[src/hdl/awsa_pkg.sv]
// Shared types, widths and register codes for the affine warp source address block.
package awsa_pkg;

    // Field and register widths
    localparam int COORD_W     = 11;  // output pixel coordinate
    localparam int COEF_W      = 32;  // Q16.16 coefficient or offset
    localparam int DIM_W       = 13;  // source width or height register
    localparam int SRC_COORD_W = 12;  // source column or row
    localparam int IDX_W       = 24;  // linear source index
    localparam int CFG_IDX_W   = 3;   // register index
    localparam int CFG_DATA_W  = 32;  // configuration write data

    // Datapath widths: 32-bit signed coefficient times 12-bit zero-extended coordinate,
    // then a three-term sum.
    localparam int PROD_W     = COEF_W + COORD_W + 1;
    localparam int ACC_W      = PROD_W + 2;
    localparam int PIX_PROD_W = SRC_COORD_W + DIM_W;
    localparam int FRAME_W    = 14;   // holds the largest output frame size

    // Parameter defaults
    localparam int OUT_WIDTH_DEF  = 2048;
    localparam int OUT_HEIGHT_DEF = 2048;
    localparam int FRAC_BITS_DEF  = 16;

    // Largest usable source dimension
    localparam logic [DIM_W-1:0] SRC_DIM_MAX = 13'd4096;

    // Register indexes
    localparam logic [CFG_IDX_W-1:0] REG_COEF_XX    = 3'd0;
    localparam logic [CFG_IDX_W-1:0] REG_COEF_XY    = 3'd1;
    localparam logic [CFG_IDX_W-1:0] REG_OFFSET_X   = 3'd2;
    localparam logic [CFG_IDX_W-1:0] REG_COEF_YX    = 3'd3;
    localparam logic [CFG_IDX_W-1:0] REG_COEF_YY    = 3'd4;
    localparam logic [CFG_IDX_W-1:0] REG_OFFSET_Y   = 3'd5;
    localparam logic [CFG_IDX_W-1:0] REG_SRC_WIDTH  = 3'd6;
    localparam logic [CFG_IDX_W-1:0] REG_SRC_HEIGHT = 3'd7;

    // Register reset values
    localparam logic [COEF_W-1:0] COEF_ONE  = 32'd65536;
    localparam logic [COEF_W-1:0] COEF_ZERO = 32'd0;
    localparam logic [DIM_W-1:0]  DIM_RST   = 13'd1;

    // Stage 1 to stage 2: products
    typedef struct packed {
        logic                     in_frame;
        logic signed [PROD_W-1:0] prod_xx;
        logic signed [PROD_W-1:0] prod_xy;
        logic signed [PROD_W-1:0] prod_yx;
        logic signed [PROD_W-1:0] prod_yy;
    } mul_t;

    // Stage 2 to stage 3: mapped source point
    typedef struct packed {
        logic                    in_frame;
        logic signed [ACC_W-1:0] sx;
        logic signed [ACC_W-1:0] sy;
    } sum_t;

    // Stage 3 to stage 4: hit and truncated source coordinates
    typedef struct packed {
        logic                   hit;
        logic [SRC_COORD_W-1:0] px;
        logic [SRC_COORD_W-1:0] py;
    } bound_t;

endpackage

[src/hdl/affine_warp_source_address.sv]
// Top level of the inverse affine warp source address generator.
//
//  channel  direction  handshake              beat contents
//  in       sink       in_valid / in_ready    out_x, out_y
//  out      source     out_valid / out_ready  hit, src_x, src_y, src_index
//  cfg      sink       cfg_wr_en              cfg_index, cfg_data
//
// Each beat passes four register stages: product, sum, bounds test, index
// multiply-add. The result is held in the index stage register until it is taken.
// One beat enters per cycle as long as the output side keeps taking beats;
// the four stage registers and their valid bits set that figure.
// Reset clears the valid bits and loads the register reset values.
// A stall at the output backs up stage by stage; empty stages still fill,
// so bubbles close up and no beat is dropped or repeated.
module affine_warp_source_address
    import awsa_pkg::*;
#(
    parameter int OUT_WIDTH  = OUT_WIDTH_DEF,
    parameter int OUT_HEIGHT = OUT_HEIGHT_DEF,
    parameter int FRAC_BITS  = FRAC_BITS_DEF
)
(
    input  logic                   clk,
    input  logic                   rst_n,
    // input coordinates
    input  logic                   in_valid,
    output logic                   in_ready,
    input  logic [COORD_W-1:0]     out_x,
    input  logic [COORD_W-1:0]     out_y,
    // result
    output logic                   out_valid,
    input  logic                   out_ready,
    output logic                   hit,
    output logic [SRC_COORD_W-1:0] src_x,
    output logic [SRC_COORD_W-1:0] src_y,
    output logic [IDX_W-1:0]       src_index,
    // register writes
    input  logic                   cfg_wr_en,
    input  logic [CFG_IDX_W-1:0]   cfg_index,
    input  logic [CFG_DATA_W-1:0]  cfg_data
);

    // Configuration registers
    logic signed [COEF_W-1:0] coef_xx_reg;
    logic signed [COEF_W-1:0] coef_xy_reg;
    logic signed [COEF_W-1:0] offset_x_reg;
    logic signed [COEF_W-1:0] coef_yx_reg;
    logic signed [COEF_W-1:0] coef_yy_reg;
    logic signed [COEF_W-1:0] offset_y_reg;
    logic [DIM_W-1:0]         src_width_reg;
    logic [DIM_W-1:0]         src_height_reg;

    // Dimensions above the largest source size count as the largest size
    logic [DIM_W-1:0] src_w;
    logic [DIM_W-1:0] src_h;

    // Stage links
    logic   s1_valid;
    logic   s1_ready;
    mul_t   s1_data;
    logic   s2_valid;
    logic   s2_ready;
    sum_t   s2_data;
    logic   s3_valid;
    logic   s3_ready;
    bound_t s3_data;

    // Register writes; writes must only come while the pipeline is empty, the block does not enforce this
    always_ff @(posedge clk or negedge rst_n)
    begin
        if (!rst_n)
        begin
            coef_xx_reg    <= COEF_ONE;
            coef_xy_reg    <= COEF_ZERO;
            offset_x_reg   <= COEF_ZERO;
            coef_yx_reg    <= COEF_ZERO;
            coef_yy_reg    <= COEF_ONE;
            offset_y_reg   <= COEF_ZERO;
            src_width_reg  <= DIM_RST;
            src_height_reg <= DIM_RST;
        end
        else if (cfg_wr_en)
        begin
            case (cfg_index)
                REG_COEF_XX:    coef_xx_reg    <= cfg_data[COEF_W-1:0];
                REG_COEF_XY:    coef_xy_reg    <= cfg_data[COEF_W-1:0];
                REG_OFFSET_X:   offset_x_reg   <= cfg_data[COEF_W-1:0];
                REG_COEF_YX:    coef_yx_reg    <= cfg_data[COEF_W-1:0];
                REG_COEF_YY:    coef_yy_reg    <= cfg_data[COEF_W-1:0];
                REG_OFFSET_Y:   offset_y_reg   <= cfg_data[COEF_W-1:0];
                REG_SRC_WIDTH:  src_width_reg  <= cfg_data[DIM_W-1:0];
                REG_SRC_HEIGHT: src_height_reg <= cfg_data[DIM_W-1:0];
                default:        ;
            endcase
        end
    end

    assign src_w = (src_width_reg  > SRC_DIM_MAX) ? SRC_DIM_MAX : src_width_reg;
    assign src_h = (src_height_reg > SRC_DIM_MAX) ? SRC_DIM_MAX : src_height_reg;

    // Stage 1: products
    awsa_mul_stage #(
        .OUT_WIDTH  (OUT_WIDTH),
        .OUT_HEIGHT (OUT_HEIGHT)
    ) u_mul (
        .clk        (clk),
        .rst_n      (rst_n),
        .up_valid   (in_valid),
        .up_ready   (in_ready),
        .out_x      (out_x),
        .out_y      (out_y),
        .coef_xx    (coef_xx_reg),
        .coef_xy    (coef_xy_reg),
        .coef_yx    (coef_yx_reg),
        .coef_yy    (coef_yy_reg),
        .down_valid (s1_valid),
        .down_ready (s1_ready),
        .down_data  (s1_data)
    );

    // Stage 2: mapped point
    awsa_sum_stage u_sum (
        .clk        (clk),
        .rst_n      (rst_n),
        .up_valid   (s1_valid),
        .up_ready   (s1_ready),
        .up_data    (s1_data),
        .offset_x   (offset_x_reg),
        .offset_y   (offset_y_reg),
        .down_valid (s2_valid),
        .down_ready (s2_ready),
        .down_data  (s2_data)
    );

    // Stage 3: inside test and truncation
    awsa_bound_stage #(
        .FRAC_BITS  (FRAC_BITS)
    ) u_bound (
        .clk        (clk),
        .rst_n      (rst_n),
        .up_valid   (s2_valid),
        .up_ready   (s2_ready),
        .up_data    (s2_data),
        .src_w      (src_w),
        .src_h      (src_h),
        .down_valid (s3_valid),
        .down_ready (s3_ready),
        .down_data  (s3_data)
    );

    // Stage 4: linear index, holds the result until taken
    awsa_index_stage u_index (
        .clk        (clk),
        .rst_n      (rst_n),
        .up_valid   (s3_valid),
        .up_ready   (s3_ready),
        .up_data    (s3_data),
        .src_w      (src_w),
        .down_valid (out_valid),
        .down_ready (out_ready),
        .hit        (hit),
        .src_x      (src_x),
        .src_y      (src_y),
        .src_index  (src_index)
    );

    // A miss never carries a nonzero address
    assert property (@(posedge clk) disable iff (!rst_n)
        (out_valid && !hit) |-> (src_x == '0 && src_y == '0 && src_index == '0))
        else $error("miss result carries a nonzero address");

    // A hit column stays inside the source width
    assert property (@(posedge clk) disable iff (!rst_n)
        (out_valid && hit) |-> ({1'b0, src_x} < src_w))
        else $error("hit column outside source width");

    // The input side only backs up when the output holds a beat that is not taken
    assert property (@(posedge clk) disable iff (!rst_n)
        !in_ready |-> (out_valid && !out_ready))
        else $error("input stalled while output is free");

endmodule

[src/hdl/awsa_mul_stage.sv]
// Stage 1: four coefficient products and the output frame check.
module awsa_mul_stage
    import awsa_pkg::*;
#(
    parameter int OUT_WIDTH  = OUT_WIDTH_DEF,
    parameter int OUT_HEIGHT = OUT_HEIGHT_DEF
)
(
    input  logic                     clk,
    input  logic                     rst_n,
    input  logic                     up_valid,
    output logic                     up_ready,
    input  logic [COORD_W-1:0]       out_x,
    input  logic [COORD_W-1:0]       out_y,
    input  logic signed [COEF_W-1:0] coef_xx,
    input  logic signed [COEF_W-1:0] coef_xy,
    input  logic signed [COEF_W-1:0] coef_yx,
    input  logic signed [COEF_W-1:0] coef_yy,
    output logic                     down_valid,
    input  logic                     down_ready,
    output mul_t                     down_data
);

    localparam logic [FRAME_W-1:0] OUT_W_LIM = FRAME_W'(OUT_WIDTH);
    localparam logic [FRAME_W-1:0] OUT_H_LIM = FRAME_W'(OUT_HEIGHT);

    logic                       valid_reg;
    mul_t                       data_reg;
    mul_t                       data_next;
    logic signed [COORD_W:0]    x_s;
    logic signed [COORD_W:0]    y_s;

    assign x_s = $signed({1'b0, out_x});
    assign y_s = $signed({1'b0, out_y});

    always_comb
    begin
        data_next.in_frame = ({{(FRAME_W-COORD_W){1'b0}}, out_x} < OUT_W_LIM) &&
                             ({{(FRAME_W-COORD_W){1'b0}}, out_y} < OUT_H_LIM);
        data_next.prod_xx  = PROD_W'(coef_xx) * PROD_W'(x_s);
        data_next.prod_xy  = PROD_W'(coef_xy) * PROD_W'(y_s);
        data_next.prod_yx  = PROD_W'(coef_yx) * PROD_W'(x_s);
        data_next.prod_yy  = PROD_W'(coef_yy) * PROD_W'(y_s);
    end

    assign up_ready = !valid_reg || down_ready;

    always_ff @(posedge clk or negedge rst_n)
    begin
        if (!rst_n)
        begin
            valid_reg <= 1'b0;
        end
        else if (up_ready)
        begin
            valid_reg <= up_valid;
        end
    end

    always_ff @(posedge clk)
    begin
        if (up_valid && up_ready)
        begin
            data_reg <= data_next;
        end
    end

    assign down_valid = valid_reg;
    assign down_data  = data_reg;

endmodule

[src/hdl/awsa_sum_stage.sv]
// Stage 2: sum the products and offsets into the mapped source point.
module awsa_sum_stage
    import awsa_pkg::*;
(
    input  logic                     clk,
    input  logic                     rst_n,
    input  logic                     up_valid,
    output logic                     up_ready,
    input  mul_t                     up_data,
    input  logic signed [COEF_W-1:0] offset_x,
    input  logic signed [COEF_W-1:0] offset_y,
    output logic                     down_valid,
    input  logic                     down_ready,
    output sum_t                     down_data
);

    logic valid_reg;
    sum_t data_reg;
    sum_t data_next;

    always_comb
    begin
        data_next.in_frame = up_data.in_frame;
        data_next.sx = ACC_W'(up_data.prod_xx) + ACC_W'(up_data.prod_xy) + ACC_W'(offset_x);
        data_next.sy = ACC_W'(up_data.prod_yx) + ACC_W'(up_data.prod_yy) + ACC_W'(offset_y);
    end

    assign up_ready = !valid_reg || down_ready;

    always_ff @(posedge clk or negedge rst_n)
    begin
        if (!rst_n)
        begin
            valid_reg <= 1'b0;
        end
        else if (up_ready)
        begin
            valid_reg <= up_valid;
        end
    end

    always_ff @(posedge clk)
    begin
        if (up_valid && up_ready)
        begin
            data_reg <= data_next;
        end
    end

    assign down_valid = valid_reg;
    assign down_data  = data_reg;

endmodule

[src/hdl/awsa_bound_stage.sv]
// Stage 3: strict inside test against the source rectangle and fraction drop.
module awsa_bound_stage
    import awsa_pkg::*;
#(
    parameter int FRAC_BITS = FRAC_BITS_DEF
)
(
    input  logic             clk,
    input  logic             rst_n,
    input  logic             up_valid,
    output logic             up_ready,
    input  sum_t             up_data,
    input  logic [DIM_W-1:0] src_w,
    input  logic [DIM_W-1:0] src_h,
    output logic             down_valid,
    input  logic             down_ready,
    output bound_t           down_data
);

    localparam int PAD_W = ACC_W - DIM_W - FRAC_BITS;

    logic                    valid_reg;
    bound_t                  data_reg;
    bound_t                  data_next;
    logic signed [ACC_W-1:0] wlim;
    logic signed [ACC_W-1:0] hlim;
    logic                    in_rect;

    // Limits are the dimensions moved up to the fixed point
    assign wlim = $signed({{PAD_W{1'b0}}, src_w, {FRAC_BITS{1'b0}}});
    assign hlim = $signed({{PAD_W{1'b0}}, src_h, {FRAC_BITS{1'b0}}});

    always_comb
    begin
        in_rect = up_data.in_frame &&
                  (up_data.sx > 0) && (up_data.sx < wlim) &&
                  (up_data.sy > 0) && (up_data.sy < hlim);
        data_next.hit = in_rect;
        data_next.px  = in_rect ? up_data.sx[FRAC_BITS +: SRC_COORD_W] : '0;
        data_next.py  = in_rect ? up_data.sy[FRAC_BITS +: SRC_COORD_W] : '0;
    end

    assign up_ready = !valid_reg || down_ready;

    always_ff @(posedge clk or negedge rst_n)
    begin
        if (!rst_n)
        begin
            valid_reg <= 1'b0;
        end
        else if (up_ready)
        begin
            valid_reg <= up_valid;
        end
    end

    always_ff @(posedge clk)
    begin
        if (up_valid && up_ready)
        begin
            data_reg <= data_next;
        end
    end

    assign down_valid = valid_reg;
    assign down_data  = data_reg;

endmodule

[src/hdl/awsa_index_stage.sv]
// Stage 4: linear source index and the output register.
module awsa_index_stage
    import awsa_pkg::*;
(
    input  logic                   clk,
    input  logic                   rst_n,
    input  logic                   up_valid,
    output logic                   up_ready,
    input  bound_t                 up_data,
    input  logic [DIM_W-1:0]       src_w,
    output logic                   down_valid,
    input  logic                   down_ready,
    output logic                   hit,
    output logic [SRC_COORD_W-1:0] src_x,
    output logic [SRC_COORD_W-1:0] src_y,
    output logic [IDX_W-1:0]       src_index
);

    logic                   valid_reg;
    logic                   hit_reg;
    logic [SRC_COORD_W-1:0] src_x_reg;
    logic [SRC_COORD_W-1:0] src_y_reg;
    logic [IDX_W-1:0]       src_index_reg;
    logic [PIX_PROD_W-1:0]  idx_full;
    logic [IDX_W-1:0]       src_index_next;

    // A miss carries zero coordinates, so the index comes out zero as well
    assign idx_full = PIX_PROD_W'(up_data.py) * PIX_PROD_W'(src_w) + PIX_PROD_W'(up_data.px);
    assign src_index_next = idx_full[IDX_W-1:0];

    assign up_ready = !valid_reg || down_ready;

    always_ff @(posedge clk or negedge rst_n)
    begin
        if (!rst_n)
        begin
            valid_reg <= 1'b0;
        end
        else if (up_ready)
        begin
            valid_reg <= up_valid;
        end
    end

    always_ff @(posedge clk)
    begin
        if (up_valid && up_ready)
        begin
            hit_reg       <= up_data.hit;
            src_x_reg     <= up_data.px;
            src_y_reg     <= up_data.py;
            src_index_reg <= src_index_next;
        end
    end

    assign down_valid = valid_reg;
    assign hit        = hit_reg;
    assign src_x      = src_x_reg;
    assign src_y      = src_y_reg;
    assign src_index  = src_index_reg;

endmodule

[config.mk]
export PLATFORM = sky130hd
export DESIGN_NAME = affine_warp_source_address
export DESIGN_NICKNAME = d
export VERILOG_FILES = /design/src/hdl/awsa_pkg.sv /design/src/hdl/affine_warp_source_address.sv /design/src/hdl/awsa_mul_stage.sv /design/src/hdl/awsa_sum_stage.sv /design/src/hdl/awsa_bound_stage.sv /design/src/hdl/awsa_index_stage.sv
export SDC_FILE = /design/constraint.sdc
export NUM_CORES = 2
export LEC_CHECK = 0
export BUFFER_PORTS_ARGS = -buffer_cell sky130_fd_sc_hd__buf_2
export CAP_MARGIN = 0
export CORE_AREA = 2 2 355 357
export DETAILED_ROUTE_END_ITERATION = 10
export DIE_AREA = 0 0 357 359
export HOLD_SLACK_MARGIN = 0.06
export PLACE_DENSITY = 0.81
export SYNTH_ARGS = -nofsm -noshare
export SYNTH_HDL_FRONTEND = slang
export SYNTH_HIERARCHICAL = 1
export SYNTH_SLANG_ARGS = --single-unit
export TNS_END_PERCENT = 50
[constraint.sdc]
create_clock -name clk -period 15.67 [get_ports clk]
set_input_delay 0 -clock clk [delete_from_list [all_inputs] [get_ports clk]]
set_output_delay 0 -clock clk [all_outputs]
set_load 0.01 [all_outputs]
**Word-level counts from Yosys, hierarchy flattened**

Cells that the tools add are included.
Widths: inputs -> output; s select.

- Register bits after elaboration: 564
- Output and inout port bits: 51

- Add/sub/neg operators: 5
- $mul: 5
- Order comparisons: 6
- Equal/unequal tests: 7
- Mux-type cells: 2
- Reductions and logical operators: 24

Operators by type and width:

| kind | number |
|---|---|
| $mul 32x12->44 | 4 |
| $add 45x32->46 | 2 |
| $gt 46x1->1 const B | 2 |
| $lt 46x30->1 | 2 |
| $add 44x44->45 | 2 |
| $gt 13x13->1 const B | 2 |
| $mux 13 | 2 |
| $add 24x12->24 | 1 |
| $mul 12x13->24 | 1 |
| $reduce_and 2->1 | 8 |
| $eq 3x3->1 const B | 4 |
| $logic_and 1x1->1 | 7 |
| $eq 3x2->1 const B | 2 |
| $logic_not 1->1 | 4 |
| $logic_or 1x1->1 | 4 |
| $eq 3x1->1 const B | 1 |
| $logic_not 3->1 | 1 |

**Longest topological paths before layout**

- Word-level depth: 6
- Gate-level depth with buffers: 24

**Modules after synthesis**

The synthesis kept the hierarchy.

Modules (own cells, without submodules):

| module | instances | cells each | area an instance (um2) | sequential area each (um2) |
|---|---|---|---|---|
| awsa_mul_stage | 1 | 5816 | 52945.8 | 5310.1 |
| awsa_sum_stage | 1 | 939 | 9845.7 | 2817.7 |
| affine_warp_source_address | 1 | 499 | 8384.3 | 5460.2 |
| awsa_index_stage | 1 | 706 | 7034.2 | 1496.4 |
| awsa_bound_stage | 1 | 180 | 2037.0 | 775.7 |

**Worst setup path after synthesis**

Ideal clock, no wire load.

- Path kind: register -> register
- Start point: register coef_xx_reg[16]
- End point: register u_mul.data_reg, in the netlist u_mul/down_data[175], data pin
- Arrival time: 5473 ps
- Required time: 15410 ps
- Slack: 9937 ps
- Cell stages (with the launch flop): 22
- Clock period less this slack: 5733 ps
- Cell sequence: dfstp_2 > clkbuf_1 > nand2_1 > fa_1 > inv_1 > fa_1 > fa_1 > fa_1 > inv_1 > fa_1 > inv_1 > ha_1 > nand2_1 > or2_2 > and4_1 > a32oi_1 > a41oi_1 > o21ai_1 > nand3_1 > nand2_1 > o22ai_1 > xnor2_1

RTL lines:

| item | line | RTL |
|---|---|---|
| start, declared | affine_warp_source_address.sv:44 | `logic signed [COEF_W-1:0] coef_xx_reg;` |
| start signal, assigned | affine_warp_source_address.sv:85 | `REG_COEF_XX: coef_xx_reg <= cfg_data[COEF_W-1:0];` |
| end signal, assigned | awsa_mul_stage.sv:64 | `data_reg <= data_next;` |
| end, declared | awsa_mul_stage.sv:28 | `mul_t data_reg;` |

**Worst setup path after layout**

- Start point: register src_width_reg[12]
- End point: register u_index.src_index_reg[22], in the netlist u_index/src_index[22], data pin

- Word-level cells in the longest chain between the ends: 4

RTL lines:

| item | line | RTL |
|---|---|---|
| start, declared | affine_warp_source_address.sv:50 | `logic [DIM_W-1:0] src_width_reg;` |
| start signal, assigned | affine_warp_source_address.sv:91 | `REG_SRC_WIDTH: src_width_reg <= cfg_data[DIM_W-1:0];` |
| $gt 13x13->1 | affine_warp_source_address.sv:98 | `assign src_w = (src_width_reg > SRC_DIM_MAX) ? SRC_DIM_MAX : src_width_reg;` |
| $mux 13 | affine_warp_source_address.sv:98 |  |
| named net src_w[9] | affine_warp_source_address.sv:54 | `logic [DIM_W-1:0] src_w;` |
| $mul 12x13->24 | awsa_index_stage.sv:28 | `assign idx_full = PIX_PROD_W'(up_data.py) * PIX_PROD_W'(src_w) + PIX_PROD_W'(up_data.px);` |
| $add 24x12->24 | awsa_index_stage.sv:28 |  |
| named net u_index.idx_full[22] | awsa_index_stage.sv:24 | `logic [PIX_PROD_W-1:0] idx_full;` |
| end signal, assigned | awsa_index_stage.sv:52 | `src_index_reg <= src_index_next;` |
| end, declared | awsa_index_stage.sv:23 | `logic [IDX_W-1:0] src_index_reg;` |

The timed path passes the listed nets, and every way through them passes these cells.
A chain may end at the register's enable or synchronous reset.

==> results.sh <==
export IMPL_setup_tns_ps=0
export IMPL_cp_required_ps=16070
export IMPL_outcome="finished, final reports clean"
export IMPL_hold_path_class="in2reg"
export IMPL_cts_tree="built"
export IMPL_critical_path_class="reg2reg"
export IMPL_synth_cell_area_um2=80200
export IMPL_fin_crit_ps=6730
export IMPL_synth_seq_cells=565
export IMPL_cts_buffers=71
export IMPL_max_cap_violations=0
export IMPL_wl_mm=205
export IMPL_seqCellArea_um2=15900
export IMPL_tightest_slew_ps=1340
export IMPL_worst_path_most_repeated_cell="fa_1"
export IMPL_grt_pass1_wl_mm=330
export IMPL_gp_congestion=0.939
export IMPL_cts_repair_resized=0
export IMPL_setup_violations=0
export IMPL_io_buffer_count=112
export IMPL_final_common_cell="inv_1"
export IMPL_ys_warn_count=6
export IMPL_yosysSeqAreaShare_pct=19.8
export IMPL_rsz0062_at_grt="false"
export IMPL_largest_register_ffs=176
export IMPL_wl_per_cell_um=21.1
export IMPL_drive_above_1_share_pct=6.83
export IMPL_post_cts_buffers=0
export IMPL_area_delta_synth_final_pct=5.08
export IMPL_ant_nets=0
export IMPL_syn_avg_cell_area_um2=9.86
export IMPL_path_max_fanout=26
export IMPL_cts_hold_repair_buffers=37
export IMPL_multi_input_area_um2=56300
export IMPL_gr_total_overflow=0
export IMPL_relSlewSlack_pct=10.9
export IMPL_fp_row_count=130
export IMPL_cts_max_level=3
export IMPL_dp_hpwl_mm=154
export IMPL_clockRootBuffer="clkbuf_16"
export IMPL_finalMaxSlewViolations=0
export IMPL_dieWidth_um=357
export IMPL_drt_iter0_markers=4771
export IMPL_grt_pass1_vias=62100
export IMPL_fmax_mhz=148
export IMPL_finClkSkew_ps=29.3
export IMPL_cpMaxStageDelayCell="nor2b_1"
export IMPL_drcViolationCount=0
export IMPL_grt_antenna_before_repair=15
export IMPL_dieArea_um2=128000
export IMPL_nFillCells=9382
export IMPL_synth_edf_count=343
export IMPL_ys_types=106
export IMPL_cp_end_kind="register"
export IMPL_hold_viol=0
export IMPL_synth_flop_cell="edfxtp_1"
export IMPL_period_share_pct=43.0
export IMPL_core_um2=125000
export IMPL_via_per_inst=5.87
export IMPL_start_util_pct=64.4
export IMPL_grt_util_all_layers_pct=33.2
export IMPL_synthArstFlopShare_pct=39.3
export IMPL_firstDrtPassIters=6
export IMPL_die_y_um=359
export IMPL_arrival_ps=7130
export IMPL_design_portCount=113
export IMPL_final_nets=10100
export IMPL_final_cell_mix="inv_1 (1734), fa_1 (1430), nand2_1 (1224), ha_1 (556), and2_1 (464)"
export IMPL_startpoint_type="register"
export IMPL_synth_nets=10200
export IMPL_max_clock_path_buffers=3
export IMPL_grt_max_degree=74
export IMPL_synthCells=8140
export IMPL_clkLatencyLatePin_ps=680
export IMPL_slowest_delay_ps=870
export IMPL_crit_chain="nor2b_1 -> nand2_1 -> fa_1 -> fa_1 -> inv_1 -> fa_1 -> fa_1 -> inv_1 -> fa_1 -> inv_1 -> ha_1 -> nand3_1 -> a2111oi_0 -> a21oi_1 -> a21boi_0 -> a221oi_1 -> xnor2_1"
export IMPL_vias=57100
export IMPL_cts_sinks=565
export IMPL_path_clk_slew_ps=60
==> cells by family after synthesis <==
group | after synthesis | share of synthesized area, %
simple gates | 2179 | 13.0
buf+inv | 2122 | 10.1
xor+xnor | 262 | 2.86
flops | 565 | 19.8
fa+ha+maj | 1986 | 44.3
mux | 222 | 3.11
other cells | 1 | 0.00467
compound gates | 803 | 6.76
==> cell usage after synthesis, drive strengths merged (26+ instances only) <==
| cell type | number | area [um^2] |
|---|---|---|
| o211ai | 26 | 229 |
| o21ai | 130 | 651 |
| a211oi | 26 | 205 |
| buf | 48 | 345 |
| dfrtp | 218 | 5460 |
| xor2 | 70 | 613 |
| xnor2 | 192 | 1680 |
| nand4 | 43 | 269 |
| edfxtp | 343 | 10300 |
| nor4b | 27 | 379 |
| clkbuf | 340 | 1280 |
| inv | 1734 | 6510 |
| nor2b | 61 | 382 |
| ha | 556 | 6960 |
| fa | 1430 | 28600 |
| a21oi | 262 | 1330 |
| nor3 | 45 | 230 |
| nand2 | 1224 | 4590 |
| a21o | 130 | 976 |
| mux2 | 220 | 2480 |
| nor4 | 26 | 175 |
| o21bai | 43 | 330 |
| nand3 | 62 | 310 |
| and2 | 467 | 2920 |
| nor2 | 116 | 435 |
| o21a | 29 | 218 |
| nand2b | 34 | 213 |
==> stage by stage <==
step                      instances  worst slack [ps]  instance area (um^2)  hold slack, ps  util [%]
after floorplan                8140              9940                 80200            -296         -
after global placement         9549              9250                 81600           -79.4      65.5
after detailed placement       9549              9160                 81600           -66.5      65.5
after CTS                      9718              9140                 84300            76.9      67.6
after global routing           9721              8700                 84300            90.7      67.6
final                          9735              8940                 84300             101      67.7
==> worst max-delay path: cells and delay by family, from the launching register on <==
kind | cells | cell delay, ps
buffers and inverters | 3 | 140
and+or+nand+nor | 3 | 1260
xor gates and xnor gates | 1 | 150
adders and majority gates | 6 | 2990
AOI/OAI and AO/OA | 4 | 1230
DFF | 1 | 680
==> layer usage <==
metal / wire (um) / GRT usage [%]
met1: 74400 / 40.7
met2: 99500 / 54.3
met3: 16800 / 5.84
met4: 14500 / 21.6
met5: 77 / 0
==> final timing paths <==
kind	start	endpoint	slack, ps	cells after the start
worst max-delay path	src_width_reg[12]	u_index/src_index[22]	8940	17
worst min-delay path	in_valid	u_mul/down_valid	100	3
worst max register to register	src_width_reg[12]	u_index/src_index[22]	8940	17
worst min register to register	u_bound/down_data[17]	u_index/src_x[5]	460	0
max in group asynchronous	rst_n	coef_yx_reg[19]	14110	4
min in group asynchronous	rst_n	coef_yy_reg[16]	480	3
==> area by class of cell <==
type | instances | area share, %
clock buffers | 91 | 2.38
inverters | 1734 | 7.72
clock inverters | 41 | 0.383
flip-flops and latches | 565 | 18.8
multi-input cells | 5453 | 66.8
diodes | 17 | 0.0505
repair buffers | 184 | 1.45
well taps | 1650 | 2.45
Power is left out: the tool's default activity adds up to more than one toggle a clock period on the data nets, which glitch-free logic cannot reach.
